[src/design/skfc_pkg.sv]
// Shared widths, constants, codes and request types of the soft-knee compressor.
package skfc_pkg;

  localparam int SAMPLE_WIDTH = 24;
  localparam int MAG_W        = SAMPLE_WIDTH;
  localparam int ENV_W        = SAMPLE_WIDTH - 1;
  localparam int COEF_W       = 16;
  localparam int CFG_IDX_W    = 3;
  localparam int CFG_DATA_W   = (ENV_W > COEF_W) ? ENV_W : COEF_W;

  // Gain stage magnitude limit is 2^(SAMPLE_WIDTH+12).
  localparam int Q_W          = SAMPLE_WIDTH + 13;

  localparam int MUL_AW       = Q_W;
  localparam int MUL_BW       = SAMPLE_WIDTH;
  localparam int MUL_PW       = MUL_AW + MUL_BW;

  // Slope divisor is Q8.24 and stays just under 2^32.
  localparam int SRQ_W        = 33;
  localparam int SRQ_FRAC     = 24;
  localparam int DIV_NW       = (2 * SAMPLE_WIDTH > SAMPLE_WIDTH + 25) ?
                                2 * SAMPLE_WIDTH : SAMPLE_WIDTH + 25;
  localparam int DIV_DW       = (SRQ_W > MAG_W) ? SRQ_W : MAG_W;

  // Feedback scale: x * fb * 6 / (5 * 2^15), rounded half up.
  localparam int SCALE_SHIFT  = 15;
  localparam int SCALE_ODD    = 5;
  localparam int SCALE_HALF   = 81920;
  localparam int ENV_HALF     = 32768;
  localparam int MAKEUP_FRAC  = 12;
  localparam int MAKEUP_HALF  = 2048;

  localparam logic [COEF_W-1:0] RATIO_ONE = 16'd256;
  localparam logic [SRQ_W-1:0]  SRQ_ONE   = SRQ_W'(1) << SRQ_FRAC;
  localparam logic [Q_W-1:0]    Q_MAX     = {1'b1, {(Q_W-1){1'b0}}};

  localparam logic [COEF_W-1:0] FEEDBACK_RST  = 16'd31130;
  localparam logic [COEF_W-1:0] ATTACK_RST    = 16'd2000;
  localparam logic [COEF_W-1:0] RELEASE_RST   = 16'd200;
  localparam logic [ENV_W-1:0]  THRESHOLD_RST = ENV_W'(524288);
  localparam logic [ENV_W-1:0]  KNEE_RST      = ENV_W'(104858);
  localparam logic [COEF_W-1:0] RATIO_RST     = 16'd1024;
  localparam logic [COEF_W-1:0] MAKEUP_RST    = 16'd4096;

  typedef enum logic [CFG_IDX_W-1:0] {
    CFG_FEEDBACK,
    CFG_ATTACK,
    CFG_RELEASE,
    CFG_THRESHOLD,
    CFG_KNEE,
    CFG_RATIO,
    CFG_MAKEUP
  } cfg_reg_t;

  typedef enum logic [3:0] {
    S_IDLE,
    S_SCALE_MUL,
    S_SCALE_DIV,
    S_ENV_MUL,
    S_GAIN,
    S_KNEE_DIV,
    S_KNEE_SQ,
    S_KNEE_RAT,
    S_TGT_START,
    S_TGT_DIV,
    S_MID_MUL,
    S_MID_DIV,
    S_MAKEUP_MUL,
    S_EMPH
  } state_t;

  typedef struct packed {
    logic              start;
    logic [MUL_AW-1:0] a;
    logic [MUL_BW-1:0] b;
  } mul_req_t;

  typedef struct packed {
    logic              start;
    logic [DIV_NW-1:0] num;
    logic [DIV_DW-1:0] den;
  } div_req_t;

endpackage

[src/design/skfc_if.sv]
// Valid/ready channel interfaces for the compressor's sample input and result output.
interface skfc_in_if import skfc_pkg::*; ();
  logic                    valid;
  logic                    ready;
  logic [SAMPLE_WIDTH-1:0] sample_in;

  modport source (output valid, output sample_in, input ready);
  modport sink (input valid, input sample_in, output ready);
  modport monitor (input valid, input sample_in, input ready);
endinterface

interface skfc_out_if import skfc_pkg::*; ();
  logic                    valid;
  logic                    ready;
  logic [SAMPLE_WIDTH-1:0] sample_out;
  logic                    clipped;

  modport source (output valid, output sample_out, output clipped, input ready);
  modport sink (input valid, input sample_out, input clipped, output ready);
  modport monitor (input valid, input sample_out, input clipped, input ready);
endinterface

[src/design/skfc_mul.sv]
// Shift-add multiplier that consumes one multiplier bit per cycle.
module skfc_mul import skfc_pkg::*; (
  input  logic              clk,
  input  logic              rst_n,
  input  mul_req_t          req,
  output logic              done,
  output logic [MUL_PW-1:0] prod
);

  localparam int CNT_W = $clog2(MUL_BW);

  logic [MUL_AW-1:0] a_r;
  logic [MUL_PW-1:0] p_r;
  logic [MUL_PW-1:0] p_nxt;
  logic [MUL_AW:0]   sum;
  logic [CNT_W-1:0]  cnt_r;
  logic              busy_r;
  logic              done_r;

  // The low MUL_BW bits of p_r hold the unused multiplier bits; the upper bits accumulate.
  always_comb begin
    sum   = {1'b0, p_r[MUL_PW-1:MUL_BW]} + (p_r[0] ? {1'b0, a_r} : {(MUL_AW+1){1'b0}});
    p_nxt = {sum, p_r[MUL_BW-1:1]};
  end

  always_ff @(posedge clk) begin
    if (!rst_n) begin
      busy_r <= 1'b0;
      done_r <= 1'b0;
      cnt_r  <= '0;
    end else begin
      done_r <= 1'b0;
      if (req.start) begin
        busy_r <= 1'b1;
        cnt_r  <= '0;
      end else if (busy_r) begin
        if (cnt_r == CNT_W'(MUL_BW - 1)) begin
          busy_r <= 1'b0;
          done_r <= 1'b1;
        end
        cnt_r <= cnt_r + 1'b1;
      end
    end
  end

  always_ff @(posedge clk) begin
    if (req.start) begin
      a_r <= req.a;
      p_r <= {{MUL_AW{1'b0}}, req.b};
    end else if (busy_r) begin
      p_r <= p_nxt;
    end
  end

  assign done = done_r;
  assign prod = p_r;

endmodule

[src/design/skfc_div.sv]
// Restoring divider that produces one quotient bit per cycle.
module skfc_div import skfc_pkg::*; (
  input  logic              clk,
  input  logic              rst_n,
  input  div_req_t          req,
  output logic              done,
  output logic [DIV_NW-1:0] quot
);

  localparam int CNT_W = $clog2(DIV_NW);

  logic [DIV_NW-1:0] num_r;
  logic [DIV_NW-1:0] num_nxt;
  logic [DIV_DW-1:0] den_r;
  logic [DIV_DW-1:0] rem_r;
  logic [DIV_DW-1:0] rem_nxt;
  logic [DIV_DW:0]   trial;
  logic [DIV_DW+1:0] diff;
  logic              fits;
  logic [CNT_W-1:0]  cnt_r;
  logic              busy_r;
  logic              done_r;

  // Numerator bits leave at the top while quotient bits enter at the bottom.
  always_comb begin
    trial   = {rem_r, num_r[DIV_NW-1]};
    diff    = {1'b0, trial} - {2'b00, den_r};
    fits    = !diff[DIV_DW+1];
    rem_nxt = fits ? diff[DIV_DW-1:0] : trial[DIV_DW-1:0];
    num_nxt = {num_r[DIV_NW-2:0], fits};
  end

  always_ff @(posedge clk) begin
    if (!rst_n) begin
      busy_r <= 1'b0;
      done_r <= 1'b0;
      cnt_r  <= '0;
    end else begin
      done_r <= 1'b0;
      if (req.start) begin
        busy_r <= 1'b1;
        cnt_r  <= '0;
      end else if (busy_r) begin
        if (cnt_r == CNT_W'(DIV_NW - 1)) begin
          busy_r <= 1'b0;
          done_r <= 1'b1;
        end
        cnt_r <= cnt_r + 1'b1;
      end
    end
  end

  always_ff @(posedge clk) begin
    if (req.start) begin
      num_r <= req.num;
      den_r <= req.den;
      rem_r <= '0;
    end else if (busy_r) begin
      num_r <= num_nxt;
      rem_r <= rem_nxt;
    end
  end

  assign done = done_r;
  assign quot = num_r;

endmodule

[src/design/soft_knee_feedback_compressor.sv]
// Top level of the soft-knee feedback compressor: sequencer, state and output register.
//
// The compressor takes one signed Q3.20 sample per item, scales it by feedback_amount
// times 1.2, runs an attack/release envelope follower on the scaled magnitude, applies a
// quadratic soft-knee or hard-ratio gain reduction and the makeup gain, then adds a
// quarter of the difference from the previous compressed sample and saturates to 24 bits;
// clipped flags saturation of the compressed or final sample. One item is in work at a
// time, and the time it takes is set by one shared serial multiplier (one multiplier bit
// per cycle, 24 steps) and one shared serial restoring divider (one quotient bit per
// cycle, 49 steps): an item whose envelope is zero or lies below the knee takes the
// shortest path, one above the knee a longer one, and one inside the knee the longest.
// The result sits in an output register, so the next item is accepted while a result
// still waits to be taken; only when the following result is ready while the earlier
// one still waits does the last step hold until the output register is taken.
// Configuration registers are written through cfg_we/cfg_index/cfg_wdata and must only
// change while the block is idle; an index past the last register is ignored.
module soft_knee_feedback_compressor import skfc_pkg::*; (
  input  logic                  clk,
  input  logic                  rst_n,
  input  logic                  cfg_we,
  input  logic [CFG_IDX_W-1:0]  cfg_index,
  input  logic [CFG_DATA_W-1:0] cfg_wdata,
  skfc_in_if.sink               in_item,
  skfc_out_if.source            out_item
);

  // Configuration registers.
  logic [COEF_W-1:0] fb_r;
  logic [COEF_W-1:0] att_r;
  logic [COEF_W-1:0] rel_r;
  logic [ENV_W-1:0]  thr_r;
  logic [ENV_W-1:0]  knee_r;
  logic [COEF_W-1:0] ratio_r;
  logic [COEF_W-1:0] makeup_r;

  // Sequencer and state carried from item to item.
  state_t                  state_r, state_nxt;
  logic [ENV_W-1:0]        env_r, env_nxt;
  logic [SAMPLE_WIDTH-1:0] prev_r, prev_nxt;

  // Per-item working registers.
  logic                    neg_r, neg_nxt;
  logic [MAG_W-1:0]        sm_r, sm_nxt;
  logic                    up_r, up_nxt;
  logic [SRQ_W-1:0]        srq_r, srq_nxt;
  logic [SAMPLE_WIDTH-1:0] c_r, c_nxt;
  logic                    clip_r, clip_nxt;

  // Output register.
  logic                    out_valid_r, out_valid_nxt;
  logic [SAMPLE_WIDTH-1:0] out_sample_r, out_sample_nxt;
  logic                    out_clip_r, out_clip_nxt;

  mul_req_t          mul_req;
  logic              mul_done;
  logic [MUL_PW-1:0] mul_prod;
  div_req_t          div_req;
  logic              div_done;
  logic [DIV_NW-1:0] div_quot;

  // Datapath terms.
  logic [MAG_W-1:0]               in_mag;
  logic [MAG_W-1:0]               cap;
  logic [MAG_W+COEF_W-1:0]        sc_p;
  logic [MAG_W+COEF_W+2:0]        sc_n;
  logic [MAG_W-1:0]               sm_sat;
  logic [ENV_W-1:0]               lvl;
  logic                           lvl_up;
  logic [ENV_W-1:0]               ediff;
  logic [ENV_W+COEF_W:0]          env_rnd;
  logic [ENV_W-1:0]               delta;
  logic [ENV_W:0]                 e_plus_k;
  logic [ENV_W:0]                 t_plus_k;
  logic [ENV_W:0]                 knee_n;
  logic                           in_comp;
  logic                           in_knee;
  logic [COEF_W-1:0]              ratio_c;
  logic                           env_ge;
  logic [ENV_W-1:0]               ad;
  logic [MAG_W-1:0]               target;
  logic [Q_W-1:0]                 q_sat;
  logic [MUL_PW-1:0]              mk_rnd;
  logic [MUL_PW-MAKEUP_FRAC-1:0]  cm_full;
  logic                           clip_m;
  logic [MAG_W-1:0]               cm;
  logic [SAMPLE_WIDTH-1:0]        c_val;
  logic [SAMPLE_WIDTH:0]          emph_diff;
  logic [SAMPLE_WIDTH+1:0]        emph_sum;
  logic                           o_over;
  logic                           o_under;
  logic [SAMPLE_WIDTH-1:0]        o_sat;

  skfc_mul u_mul (
    .clk   (clk),
    .rst_n (rst_n),
    .req   (mul_req),
    .done  (mul_done),
    .prod  (mul_prod)
  );

  skfc_div u_div (
    .clk   (clk),
    .rst_n (rst_n),
    .req   (div_req),
    .done  (div_done),
    .quot  (div_quot)
  );

  always_comb begin
    // Input magnitude; the most negative sample maps to 2^(SAMPLE_WIDTH-1).
    in_mag = in_item.sample_in[SAMPLE_WIDTH-1] ?
             (MAG_W'(~in_item.sample_in) + MAG_W'(1)) : MAG_W'(in_item.sample_in);
    // Magnitude limit depends on the sign so that negation stays in range.
    cap    = {neg_r, {(SAMPLE_WIDTH-1){~neg_r}}};

    // Feedback scale: round(p * 6 / 163840) is floor(((p * 6 + 81920) >> 15) / 5).
    sc_p   = mul_prod[MAG_W+COEF_W-1:0];
    sc_n   = (MAG_W+COEF_W+3)'({sc_p, 2'b00}) + (MAG_W+COEF_W+3)'({sc_p, 1'b0}) +
             (MAG_W+COEF_W+3)'(SCALE_HALF);
    sm_sat = (div_quot > DIV_NW'(cap)) ? cap : div_quot[MAG_W-1:0];
    lvl    = sm_sat[MAG_W-1] ? {ENV_W{1'b1}} : sm_sat[ENV_W-1:0];
    lvl_up = lvl > env_r;
    ediff  = lvl_up ? (lvl - env_r) : (env_r - lvl);

    // Envelope step, rounded half up in Q0.16.
    env_rnd = {1'b0, mul_prod[ENV_W+COEF_W-1:0]} + (ENV_W+COEF_W+1)'(ENV_HALF);
    delta   = env_rnd[ENV_W+COEF_W-1:COEF_W];

    // Gain region tests against threshold plus or minus the knee half width.
    e_plus_k = {1'b0, env_r} + {1'b0, knee_r};
    t_plus_k = {1'b0, thr_r} + {1'b0, knee_r};
    knee_n   = e_plus_k - {1'b0, thr_r};
    in_comp  = (|env_r) && (e_plus_k > {1'b0, thr_r});
    in_knee  = {1'b0, env_r} < t_plus_k;
    ratio_c  = (ratio_r < RATIO_ONE) ? RATIO_ONE : ratio_r;

    // Distance from threshold and the compressed target level.
    env_ge = env_r >= thr_r;
    ad     = env_ge ? (env_r - thr_r) : (thr_r - env_r);
    target = env_ge ? ({1'b0, thr_r} + {1'b0, div_quot[ENV_W-1:0]}) :
                      ({1'b0, thr_r} - {1'b0, div_quot[ENV_W-1:0]});
    q_sat  = (div_quot > DIV_NW'(Q_MAX)) ? Q_MAX : div_quot[Q_W-1:0];

    // Makeup gain in Q4.12 and the first saturation point.
    mk_rnd  = mul_prod + MUL_PW'(MAKEUP_HALF);
    cm_full = mk_rnd[MUL_PW-1:MAKEUP_FRAC];
    clip_m  = cm_full > (MUL_PW-MAKEUP_FRAC)'(cap);
    cm      = clip_m ? cap : cm_full[MAG_W-1:0];
    c_val   = neg_r ? (SAMPLE_WIDTH'(~cm) + SAMPLE_WIDTH'(1)) : SAMPLE_WIDTH'(cm);

    // Emphasis adds floor((c - prev) / 4), then the final saturation.
    emph_diff = {c_r[SAMPLE_WIDTH-1], c_r} - {prev_r[SAMPLE_WIDTH-1], prev_r};
    emph_sum  = {{2{c_r[SAMPLE_WIDTH-1]}}, c_r} +
                {{3{emph_diff[SAMPLE_WIDTH]}}, emph_diff[SAMPLE_WIDTH:2]};
    o_over    = !emph_sum[SAMPLE_WIDTH+1] &&
                (emph_sum[SAMPLE_WIDTH] || emph_sum[SAMPLE_WIDTH-1]);
    o_under   = emph_sum[SAMPLE_WIDTH+1] &&
                !(emph_sum[SAMPLE_WIDTH] && emph_sum[SAMPLE_WIDTH-1]);
    o_sat     = o_over  ? {1'b0, {(SAMPLE_WIDTH-1){1'b1}}} :
                o_under ? {1'b1, {(SAMPLE_WIDTH-1){1'b0}}} : emph_sum[SAMPLE_WIDTH-1:0];
  end

  // Sequencer: the states start serial operations in turn and wait for each one's done pulse.
  always_comb begin
    state_nxt      = state_r;
    neg_nxt        = neg_r;
    sm_nxt         = sm_r;
    up_nxt         = up_r;
    env_nxt        = env_r;
    srq_nxt        = srq_r;
    c_nxt          = c_r;
    clip_nxt       = clip_r;
    prev_nxt       = prev_r;
    out_valid_nxt  = out_valid_r && !out_item.ready;
    out_sample_nxt = out_sample_r;
    out_clip_nxt   = out_clip_r;
    mul_req        = '0;
    div_req        = '0;

    case (state_r)
      S_IDLE: begin
        if (in_item.valid) begin
          neg_nxt       = in_item.sample_in[SAMPLE_WIDTH-1];
          mul_req.start = 1'b1;
          mul_req.a     = MUL_AW'(in_mag);
          mul_req.b     = MUL_BW'(fb_r);
          state_nxt     = S_SCALE_MUL;
        end
      end
      S_SCALE_MUL: begin
        if (mul_done) begin
          div_req.start = 1'b1;
          div_req.num   = DIV_NW'(sc_n[MAG_W+COEF_W+2:SCALE_SHIFT]);
          div_req.den   = DIV_DW'(SCALE_ODD);
          state_nxt     = S_SCALE_DIV;
        end
      end
      S_SCALE_DIV: begin
        if (div_done) begin
          sm_nxt        = sm_sat;
          up_nxt        = lvl_up;
          mul_req.start = 1'b1;
          mul_req.a     = MUL_AW'(ediff);
          mul_req.b     = lvl_up ? MUL_BW'(att_r) : MUL_BW'(rel_r);
          state_nxt     = S_ENV_MUL;
        end
      end
      S_ENV_MUL: begin
        if (mul_done) begin
          env_nxt   = up_r ? (env_r + delta) : (env_r - delta);
          state_nxt = S_GAIN;
        end
      end
      S_GAIN: begin
        if (!in_comp) begin
          // Unity gain: the scaled magnitude goes straight to makeup.
          mul_req.start = 1'b1;
          mul_req.a     = MUL_AW'(sm_r);
          mul_req.b     = MUL_BW'(makeup_r);
          state_nxt     = S_MAKEUP_MUL;
        end else if (in_knee) begin
          div_req.start = 1'b1;
          div_req.num   = DIV_NW'({knee_n, {COEF_W{1'b0}}});
          div_req.den   = DIV_DW'({knee_r, 1'b0});
          state_nxt     = S_KNEE_DIV;
        end else begin
          srq_nxt   = SRQ_W'({ratio_c, {COEF_W{1'b0}}});
          state_nxt = S_TGT_START;
        end
      end
      S_KNEE_DIV: begin
        if (div_done) begin
          mul_req.start = 1'b1;
          mul_req.a     = MUL_AW'(div_quot[COEF_W-1:0]);
          mul_req.b     = MUL_BW'(div_quot[COEF_W-1:0]);
          state_nxt     = S_KNEE_SQ;
        end
      end
      S_KNEE_SQ: begin
        if (mul_done) begin
          mul_req.start = 1'b1;
          mul_req.a     = MUL_AW'(ratio_c - RATIO_ONE);
          mul_req.b     = MUL_BW'(mul_prod[2*COEF_W-1:COEF_W]);
          state_nxt     = S_KNEE_RAT;
        end
      end
      S_KNEE_RAT: begin
        if (mul_done) begin
          srq_nxt   = SRQ_ONE + SRQ_W'(mul_prod[2*COEF_W-1:0]);
          state_nxt = S_TGT_START;
        end
      end
      S_TGT_START: begin
        div_req.start = 1'b1;
        div_req.num   = DIV_NW'({ad, {SRQ_FRAC{1'b0}}}) + DIV_NW'(srq_r[SRQ_W-1:1]);
        div_req.den   = DIV_DW'(srq_r);
        state_nxt     = S_TGT_DIV;
      end
      S_TGT_DIV: begin
        if (div_done) begin
          mul_req.start = 1'b1;
          mul_req.a     = MUL_AW'(sm_r);
          mul_req.b     = MUL_BW'(target);
          state_nxt     = S_MID_MUL;
        end
      end
      S_MID_MUL: begin
        if (mul_done) begin
          div_req.start = 1'b1;
          div_req.num   = DIV_NW'(mul_prod[2*MAG_W-1:0]) + DIV_NW'(env_r[ENV_W-1:1]);
          div_req.den   = DIV_DW'(env_r);
          state_nxt     = S_MID_DIV;
        end
      end
      S_MID_DIV: begin
        if (div_done) begin
          mul_req.start = 1'b1;
          mul_req.a     = MUL_AW'(q_sat);
          mul_req.b     = MUL_BW'(makeup_r);
          state_nxt     = S_MAKEUP_MUL;
        end
      end
      S_MAKEUP_MUL: begin
        if (mul_done) begin
          c_nxt     = c_val;
          clip_nxt  = clip_m;
          state_nxt = S_EMPH;
        end
      end
      S_EMPH: begin
        // Hold here until the output register is free or being emptied.
        if (!out_valid_r || out_item.ready) begin
          out_valid_nxt  = 1'b1;
          out_sample_nxt = o_sat;
          out_clip_nxt   = clip_r || o_over || o_under;
          prev_nxt       = c_r;
          state_nxt      = S_IDLE;
        end
      end
      default: begin
        state_nxt = S_IDLE;
      end
    endcase
  end

  always_ff @(posedge clk) begin
    if (!rst_n) begin
      state_r     <= S_IDLE;
      env_r       <= '0;
      prev_r      <= '0;
      out_valid_r <= 1'b0;
    end else begin
      state_r     <= state_nxt;
      env_r       <= env_nxt;
      prev_r      <= prev_nxt;
      out_valid_r <= out_valid_nxt;
    end
  end

  always_ff @(posedge clk) begin
    neg_r        <= neg_nxt;
    sm_r         <= sm_nxt;
    up_r         <= up_nxt;
    srq_r        <= srq_nxt;
    c_r          <= c_nxt;
    clip_r       <= clip_nxt;
    out_sample_r <= out_sample_nxt;
    out_clip_r   <= out_clip_nxt;
  end

  // Configuration writes; unknown indexes leave every register untouched.
  always_ff @(posedge clk) begin
    if (!rst_n) begin
      fb_r     <= FEEDBACK_RST;
      att_r    <= ATTACK_RST;
      rel_r    <= RELEASE_RST;
      thr_r    <= THRESHOLD_RST;
      knee_r   <= KNEE_RST;
      ratio_r  <= RATIO_RST;
      makeup_r <= MAKEUP_RST;
    end else if (cfg_we) begin
      case (cfg_index)
        CFG_FEEDBACK:  fb_r     <= cfg_wdata[COEF_W-1:0];
        CFG_ATTACK:    att_r    <= cfg_wdata[COEF_W-1:0];
        CFG_RELEASE:   rel_r    <= cfg_wdata[COEF_W-1:0];
        CFG_THRESHOLD: thr_r    <= cfg_wdata[ENV_W-1:0];
        CFG_KNEE:      knee_r   <= cfg_wdata[ENV_W-1:0];
        CFG_RATIO:     ratio_r  <= cfg_wdata[COEF_W-1:0];
        CFG_MAKEUP:    makeup_r <= cfg_wdata[COEF_W-1:0];
        default: begin
        end
      endcase
    end
  end

  assign in_item.ready       = (state_r == S_IDLE);
  assign out_item.valid      = out_valid_r;
  assign out_item.sample_out = out_sample_r;
  assign out_item.clipped    = out_clip_r;

endmodule

[src/flat_wrapper.sv]
// flat-port wrapper written by rule: the top's interface ports become plain ports
module soft_knee_feedback_compressor_flat import skfc_pkg::*;
  (clk, rst_n, cfg_we, cfg_index, cfg_wdata, in_item_valid, in_item_sample_in, in_item_ready, out_item_valid, out_item_sample_out, out_item_clipped, out_item_ready);
  skfc_in_if in_item_i ();
  skfc_out_if out_item_i ();
  input  logic clk;
  input  logic rst_n;
  input  logic cfg_we;
  input  logic [CFG_IDX_W-1:0] cfg_index;
  input  logic [CFG_DATA_W-1:0] cfg_wdata;
  input wire logic [$bits(in_item_i.valid)-1:0] in_item_valid;
  input wire logic [$bits(in_item_i.sample_in)-1:0] in_item_sample_in;
  output wire logic [$bits(in_item_i.ready)-1:0] in_item_ready;
  output wire logic [$bits(out_item_i.valid)-1:0] out_item_valid;
  output wire logic [$bits(out_item_i.sample_out)-1:0] out_item_sample_out;
  output wire logic [$bits(out_item_i.clipped)-1:0] out_item_clipped;
  input wire logic [$bits(out_item_i.ready)-1:0] out_item_ready;
  assign in_item_i.valid = in_item_valid;
  assign in_item_i.sample_in = in_item_sample_in;
  assign in_item_ready = in_item_i.ready;
  assign out_item_valid = out_item_i.valid;
  assign out_item_sample_out = out_item_i.sample_out;
  assign out_item_clipped = out_item_i.clipped;
  assign out_item_i.ready = out_item_ready;
  soft_knee_feedback_compressor u_core (.clk(clk), .rst_n(rst_n), .cfg_we(cfg_we), .cfg_index(cfg_index), .cfg_wdata(cfg_wdata), .in_item(in_item_i), .out_item(out_item_i));
endmodule
[config.mk]
export PLATFORM = sky130hd
export DESIGN_NAME = soft_knee_feedback_compressor_flat
export DESIGN_NICKNAME = d
export VERILOG_FILES = /design/src/design/skfc_pkg.sv /design/src/design/skfc_if.sv /design/src/design/skfc_mul.sv /design/src/design/skfc_div.sv /design/src/design/soft_knee_feedback_compressor.sv /design/src/flat_wrapper.sv
export SDC_FILE = /design/constraint.sdc
export NUM_CORES = 2
export LEC_CHECK = 0
export BUFFER_PORTS_ARGS = -buffer_cell sky130_fd_sc_hd__buf_2
export CAP_MARGIN = 30
export CORE_ASPECT_RATIO = 1.4
export CORE_MARGIN = 10
export CORE_UTILIZATION = 45
export CTS_BUF_LIST = sky130_fd_sc_hd__clkbuf_16
export DETAILED_ROUTE_END_ITERATION = 8
export MAX_ROUTING_LAYER = met4
export REMOVE_ABC_BUFFERS = 1
export SYNTH_ARGS = -nofsm -noshare
export SYNTH_HDL_FRONTEND = slang
export SYNTH_SLANG_ARGS = --single-unit
[constraint.sdc]
create_clock -name clk -period 8.6 [get_ports clk]
set_input_delay 0.43 -clock clk [delete_from_list [all_inputs] [get_ports clk]]
set_output_delay 0.43 -clock clk [all_outputs]
set_load 0.005 [all_outputs]
# == After elaboration in Yosys (flattened, before gate mapping) ==
# Cells that the tools add are included.
# totals
output_inout_bits,27
ff_bits,515
# classes
muxes,61
addsub,27
n_reduce_logical,38
n_bitwise,6
eq_ne,35
n_lt_le_gt_ge,8
# ops
cell,count
62-bit 2-to-1 mux,7
62-bit case mux with 7 select lines,1
83-bit 2-to-1 mux,4
83-bit case mux with 4 select lines,1
24-bit 2-to-1 mux,8
33-bit 2-to-1 mux,4
23-bit subtractor,5
49-bit by 24-bit > comparator with 1-bit output,2
49-bit 2-to-1 mux,2
23-bit 2-to-1 mux,4
37-bit 2-to-1 mux,2
23-bit by 23-bit adder with 24-bit output,3
33-bit case mux with 2 select lines,1
61-bit by 12-bit adder with 61-bit output (second input constant),1
4-bit 2-to-1 mux,14
4-bit case mux with 14 select lines,1
48-bit by 22-bit adder with 49-bit output,1
49-bit by 37-bit > comparator with 1-bit output (second input constant),1
24-bit by 1-bit adder with 24-bit output (second input constant),2
47-bit by 32-bit adder with 48-bit output,1
24-bit NOT,2
42-bit by 41-bit adder with 43-bit output,1
43-bit by 17-bit adder with 43-bit output (second input constant),1
39-bit by 16-bit adder with 39-bit output (second input constant),1
42 further kinds,105

# == Depth between registers and ports, before layout ==
# logic_depth
ltp_word,9
mapped_depth,32
depth_no_buf,30

# == Hierarchy ==
# From an unflattened synthesis, not the netlist that was laid out.
# hier_totals
cells_unflattened,5738
hier_area_um2,47281.6
# by_module_without_submodules
module,area_per_inst_um2,cells_per_inst,instances
soft_knee_feedback_compressor,34345.4,4497,1
skfc_div,6805.3,634,1
skfc_mul,6130.9,607,1

# == Worst setup path after synthesis ==
# No wires, ideal clock.
# synth_timing
path_kind,reg2reg
start,reg u_core.neg_r
end,"reg u_core.u_mul.p_r[10], in the netlist u_core.u_mul.prod[10] (data pin)"
arrival_time_ns,6.282
setup_ns,0.269
n_path_buf,8
slack_ns,2.049
stages_incl_launch_ff,30
synth_period_minus_slack_ns,6.551
path_cell_list,edfxtp_1 > inv_1 > clkbuf_1 > ha_1 > nor2b_1 > o21a_1 > o21a_1 > o21a_1 > o21ai_0 > nand2b_1 > a21oi_1 > nor2b_1 > o211ai_1 > a31oi_1 > clkbuf_1 > clkbuf_1 > or3_1 > ha_1 > clkbuf_1 > a21oi_1 > o211ai_1 > a221oi_1 > o211ai_1 > a21oi_1 > buf_2 > buf_1 > buf_2 > buf_2 > mux2i_1 > o21ai_0
# synth_via
elab_chain_cells,9
# synth_rtl
element,line,source
start: declaration,soft_knee_feedback_compressor.sv:42,"logic neg_r, neg_nxt;"
start signal: assignment,soft_knee_feedback_compressor.sv:321,neg_r <= neg_nxt;
1-bit NOT,soft_knee_feedback_compressor.sv:114,"cap = {neg_r, {(SAMPLE_WIDTH-1){~neg_r}}};"
49-bit by 24-bit > comparator with 1-bit output,soft_knee_feedback_compressor.sv:120,sm_sat = (div_quot > DIV_NW'(cap)) ? cap : div_quot[MAG_W-1:0];
24-bit 2-to-1 mux (*),soft_knee_feedback_compressor.sv:120,
23-bit 2-to-1 mux (*),soft_knee_feedback_compressor.sv:121,lvl = sm_sat[MAG_W-1] ? {ENV_W{1'b1}} : sm_sat[ENV_W-1:0];
23-bit > comparator (*),soft_knee_feedback_compressor.sv:122,lvl_up = lvl > env_r;
16-bit 2-to-1 mux (*),soft_knee_feedback_compressor.sv:204,mul_req.b = lvl_up ? MUL_BW'(att_r) : MUL_BW'(rel_r);
62-bit 2-to-1 mux (*),soft_knee_feedback_compressor.sv:199,if (div_done) begin
62-bit case mux with 7 select lines (*),soft_knee_feedback_compressor.sv:180,case (state_r)
24-bit 2-to-1 mux (*),skfc_mul.sv:47,if (req.start) begin
end signal: assignment,skfc_mul.sv:49,"p_r <= {{MUL_AW{1'b0}}, req.b};"
end signal: assignment,skfc_mul.sv:51,p_r <= p_nxt;
end: declaration,skfc_mul.sv:13,logic [MUL_PW-1:0] p_r;
# Mark *: on every way between the ends. The rest lies on a longest branch, timed or not.
# A chain may end at the register's enable or synchronous reset.

# == Worst setup path after layout ==
# layout_timing
start,"reg u_core.u_mul.p_r[16], in the netlist u_core.u_mul.prod[16]"
end,reg u_core.c_r[22] (data pin)
# layout_via
elab_chain_cells,6
# layout_rtl
element,line,source
61-bit by 12-bit adder with 61-bit output (*),soft_knee_feedback_compressor.sv:145,mk_rnd = mul_prod + MUL_PW'(MAKEUP_HALF);
49-bit by 24-bit > comparator with 1-bit output,soft_knee_feedback_compressor.sv:147,clip_m = cm_full > (MUL_PW-MAKEUP_FRAC)'(cap);
24-bit 2-to-1 mux (*),soft_knee_feedback_compressor.sv:148,cm = clip_m ? cap : cm_full[MAG_W-1:0];
24-bit NOT,soft_knee_feedback_compressor.sv:149,c_val = neg_r ? (SAMPLE_WIDTH'(~cm) + SAMPLE_WIDTH'(1)) : SAMPLE_WIDTH'(cm);
24-bit by 1-bit adder with 24-bit output,soft_knee_feedback_compressor.sv:149,
24-bit 2-to-1 mux (*),soft_knee_feedback_compressor.sv:149,
named net u_core.c_val[22],soft_knee_feedback_compressor.sv:86,logic [SAMPLE_WIDTH-1:0] c_val;
end signal: assignment,soft_knee_feedback_compressor.sv:325,c_r <= c_nxt;
end: declaration,soft_knee_feedback_compressor.sv:46,"logic [SAMPLE_WIDTH-1:0] c_r, c_nxt;"
# Mark *: on every way through the listed nets, which the timed path passes. The rest lies on a longest branch.

==> impl_results.md <==
* Status: completed
* Core Area at approximately 100000 um2
* Largest family of logic cells by synthesized area: compound AO/OA/AOI/OAI gates
* Worst Path Buf+Inv at 3
* VDD IR max at roughly 0.17 mV
* Sequential area share after synthesis at between 20% and 30%
* Worst reg-to-reg setup slack at around 0.9 ns
* Worst min-delay path class: input port to flop
* DRC at 0
* End of the critical path: u_core.c_r[22]$_DFFE_PP_
* Crit-path max FO at 17
* Layout Nets at 6167
* Crit share post-route at a little under 90%
* CP most frequent cell: nor3_1
* Crit Path Category: flop to flop
* Final core occ at between 40% and 50%
* Post-synth top flop: dfxtp_1
* CTS HTree Levels at 2
* Die Wd at roughly 290 um
* Hold_ws at 0.0615 ns
* Vias in the first global route at between 40000 and 50000
* GRT Total Usage at about a third
* Async SR Flop Fraction at 0%
* HPWL Detailed at 154000 um
* CTS root buffer: clkbuf_16
* Share of layout cells above drive strength 1 at approximately 7%
* Critical path's slowest cell: edfxtp_1
* Synth Instances at roughly 5600
* Sink Count at between 500 and 600
* Commonest non-fill, non-tap cell in the layout: nand2_1
* Later-pin clock latency in the skew report at between 0.6 and 0.7 ns
* # setup viols final at 0
* Syn Area/Cell at 8.22 um2
* Via-per-instance ratio at between 6 and 7
* Worst slew pin tran at 1.04 ns
* Final Worst Setup Slack at roughly 0.9 ns
* First-pass GRT wire length at ~280000 um
* Number of port buffers at roughly 80
* Largest net degree at the start of global routing at between 80 and 90
* Most frequent cells in the layout: nand2_1 (662), ha_1 (507), a21oi_1 (414)
* Clock skew at roughly 0.025 ns
* R2r worst-path depth at 28
* Post-CTS sizing at 0
* Pre-antenna DRT Iters at 9
* Post-synthesis adder-cell area fraction at 14.5%
* Worst-path clk slew at 0.07 ns
* Max Slew Vio Count at 0
* PwrDens at ~260 nW/um2
* Hold Vio Cnt, Final at 0
* WL/cell at around 28 um
* Die area at approximately 120000 um2
* Area grow syn2layout at 8.91%
* RSZ-0062 raised after global routing: false
* TritonCTS clock tree: yes
* MaxCap Viol Count at 0
* Synth cell types at 98
* Grt ovf at 0
* IO Count at ~80
* Rows at between 100 and 150
* Routability cong. at ~1.1
* Effective utilization at floorplan at 45.4%
* Area after DPL at ~48000 um2
* Worst slack at placement at about 1.0 ns
* Critical path arrival at 8.20 ns
* Critical Path RT at between 9 and 10 ns
* Post-synth EDFFs at 252
* CP startpoint: u_core.u_mul.prod[16]$_DFFE_PP_
* Post-Synth Simple-Gate Area at about a fifth
* Relative slew slack at between 30% and 40%
* Critical Path Stages at 28
* #FFs+latches synth at 515
* Die height at just under 400 um
* Final period demand of the worst path at approximately 7.7 ns
* Synthesized area at 45900 um2
* CP Launch Type: flop
* P_leak at approximately 21 nW
* Final WL at a little under 200000 um
* Reg-to-reg critical path startpoint: u_core.u_mul.prod[16]$_DFFE_PP_
* F_max at between 0.1 and 0.15 GHz
* Fin area at 50000 um2
* Yosys warnings at 0
* Critical Path Sink Type: flop
* Initial DRC count at around 4400
* Multiplexer share of the synthesized area at between 1.5 and 2%
* Worst reg2reg path endpoint: u_core.c_r[22]$_DFFE_PP_
* Worst hold start: cfg_wdata[19]
* Total CTS buffers at 56
* Compound-Gate Fraction of Synth Area at approximately a quarter
* Antenna-violating nets left at 0
* Post-CTS setup buffer count at 0
* Initial antenna violation count at 18
* XOR/XNOR share of the synthesized area at approximately 8.6%
* Maximum clock insertion buffer count at 3
* Via count at approximately 44000
* Worst path max stage delay at 0.53 ns
* CP top delay family: simple AND/OR/NAND/NOR gates
==> how the worst min path moves through the flow <==
| stage | cells after the start | slack, ns | to |
|---|---|---|---|
| 3_5_place_dp | 2 | 0.45 | u_core.att_r[9]$_SDFFE_PN1P_ |
| 4_1_cts | 3 | 0.03 | u_core.thr_r[20]$_SDFFE_PN0P_ |
| 3_3_place_gp | 2 | 0.45 | u_core.prev_r[7]$_SDFFE_PN0P_ |
| 6_report | 3 | 0.06 | u_core.knee_r[19]$_SDFFE_PN0P_ |
| 2_1_floorplan | 2 | 0.44 | u_core.fb_r[11]$_SDFFE_PN1P_ |
| 5_1_grt | 3 | 0.06 | u_core.thr_r[20]$_SDFFE_PN0P_ |
==> layer usage <==
| layer | GRT usage [%] | up-vias | wire [um] |
|---|---|---|---|
| met1 | 35.6 | 20754 | 71500 |
| met4 | 31.2 | 0 | 21900 |
| li1 | - | 20296 | - |
| met3 | 5.22 | 671 | 12600 |
| met2 | 53.6 | 2012 | 90100 |
| met5 | - | - | 0 |
==> synthesized netlist by cell type (all sizes together), types with 53 or more instances <==
library cell  count  area share, %
nand3           158            1.7
dfxtp           263             11
a31oi            58           0.79
a21o            170            2.8
nand4            60           0.82
and3             59           0.81
a211oi           56            1.0
and2             94            1.3
mux2i            68            1.5
nand2b           71           0.97
nor2            366            3.0
inv             286            2.3
a21boi          137            2.2
edfxtp          252             16
o21ai           335            3.7
xor2            184            3.5
nor2b            64           0.87
o21a             73            1.2
a21oi           420            4.6
xnor2           267            5.1
nand2           663            5.4
ha              507             14
or3              53           0.72
clkbuf          218            1.8
a221oi           54            1.0
nor3            113            1.2
==> sequential cells by signal (all words and copies together), names as in the netlist, 23 cells and up <==
name                        cells
u_core.env_r                   23
u_core.out_item.sample_out     24
u_core.u_div.den_r             33
u_core.u_div.quot              49
u_core.knee_r                  23
u_core.thr_r                   23
u_core.prev_r                  24
u_core.u_mul.a_r               37
u_core.u_div.rem_r             33
u_core.c_r                     24
u_core.sm_r                    24
u_core.srq_r                   33
u_core.u_mul.prod              61
==> worst min-delay path, stage by stage <==
cell and delay, ns:
buf_2 0.14, nand2_1 0.06, a21boi_0 0.06
==> area by class of cell <==
cell class	instances	area [um2]
tap	1330	1660
clock inverter	48	495
clock buffer	58	1450
fill	9932	51200
multi-input combinational	4523	31000
sequential	515	12800
inverter	287	1080
antenna	12	30.0
timing repair buffer	208	1410
==> per-stage QoR <==
step                std cells  power [mW]  setup TNS, ns
floorplan                5325        7.89        -457.37
global placement         6850        10.3              0
detailed placement       6853        10.3              0
CTS                      6963        13.0              0
global route             6977        13.8              0
finish                   6981        13.1              0
==> cells by family (layout without fill, tap and decap cells) <==
group / after synthesis / in the layout
multiplexers: 77 / 77
AO/OA/AOI/OAI: 1651 / 1651
adder cells (fa/ha/maj): 522 / 522
AND/OR/NAND/NOR: 1822 / 1822
other: 0 / 12
XOR/XNOR: 451 / 451
flip-flops: 515 / 515
buffers and inverters: 547 / 601
==> where the power goes <==
group | leakage, nW | internal (mW) | switching, mW
Combinational | 15.5 | 2.41 | 4.33
Sequential | 4.46 | 3.17 | 0.602
Clock | 0.940 | 1.36 | 1.23
==> what timing repair did <==
| action | CTS | global route |
|---|---|---|
| hold buffers | 4 | 0 |
| hold endpoints to repair | 8 | 0 |
| setup endpoints to repair | 0 | 0 |
Note: power is estimated with default switching activity, not from simulation.
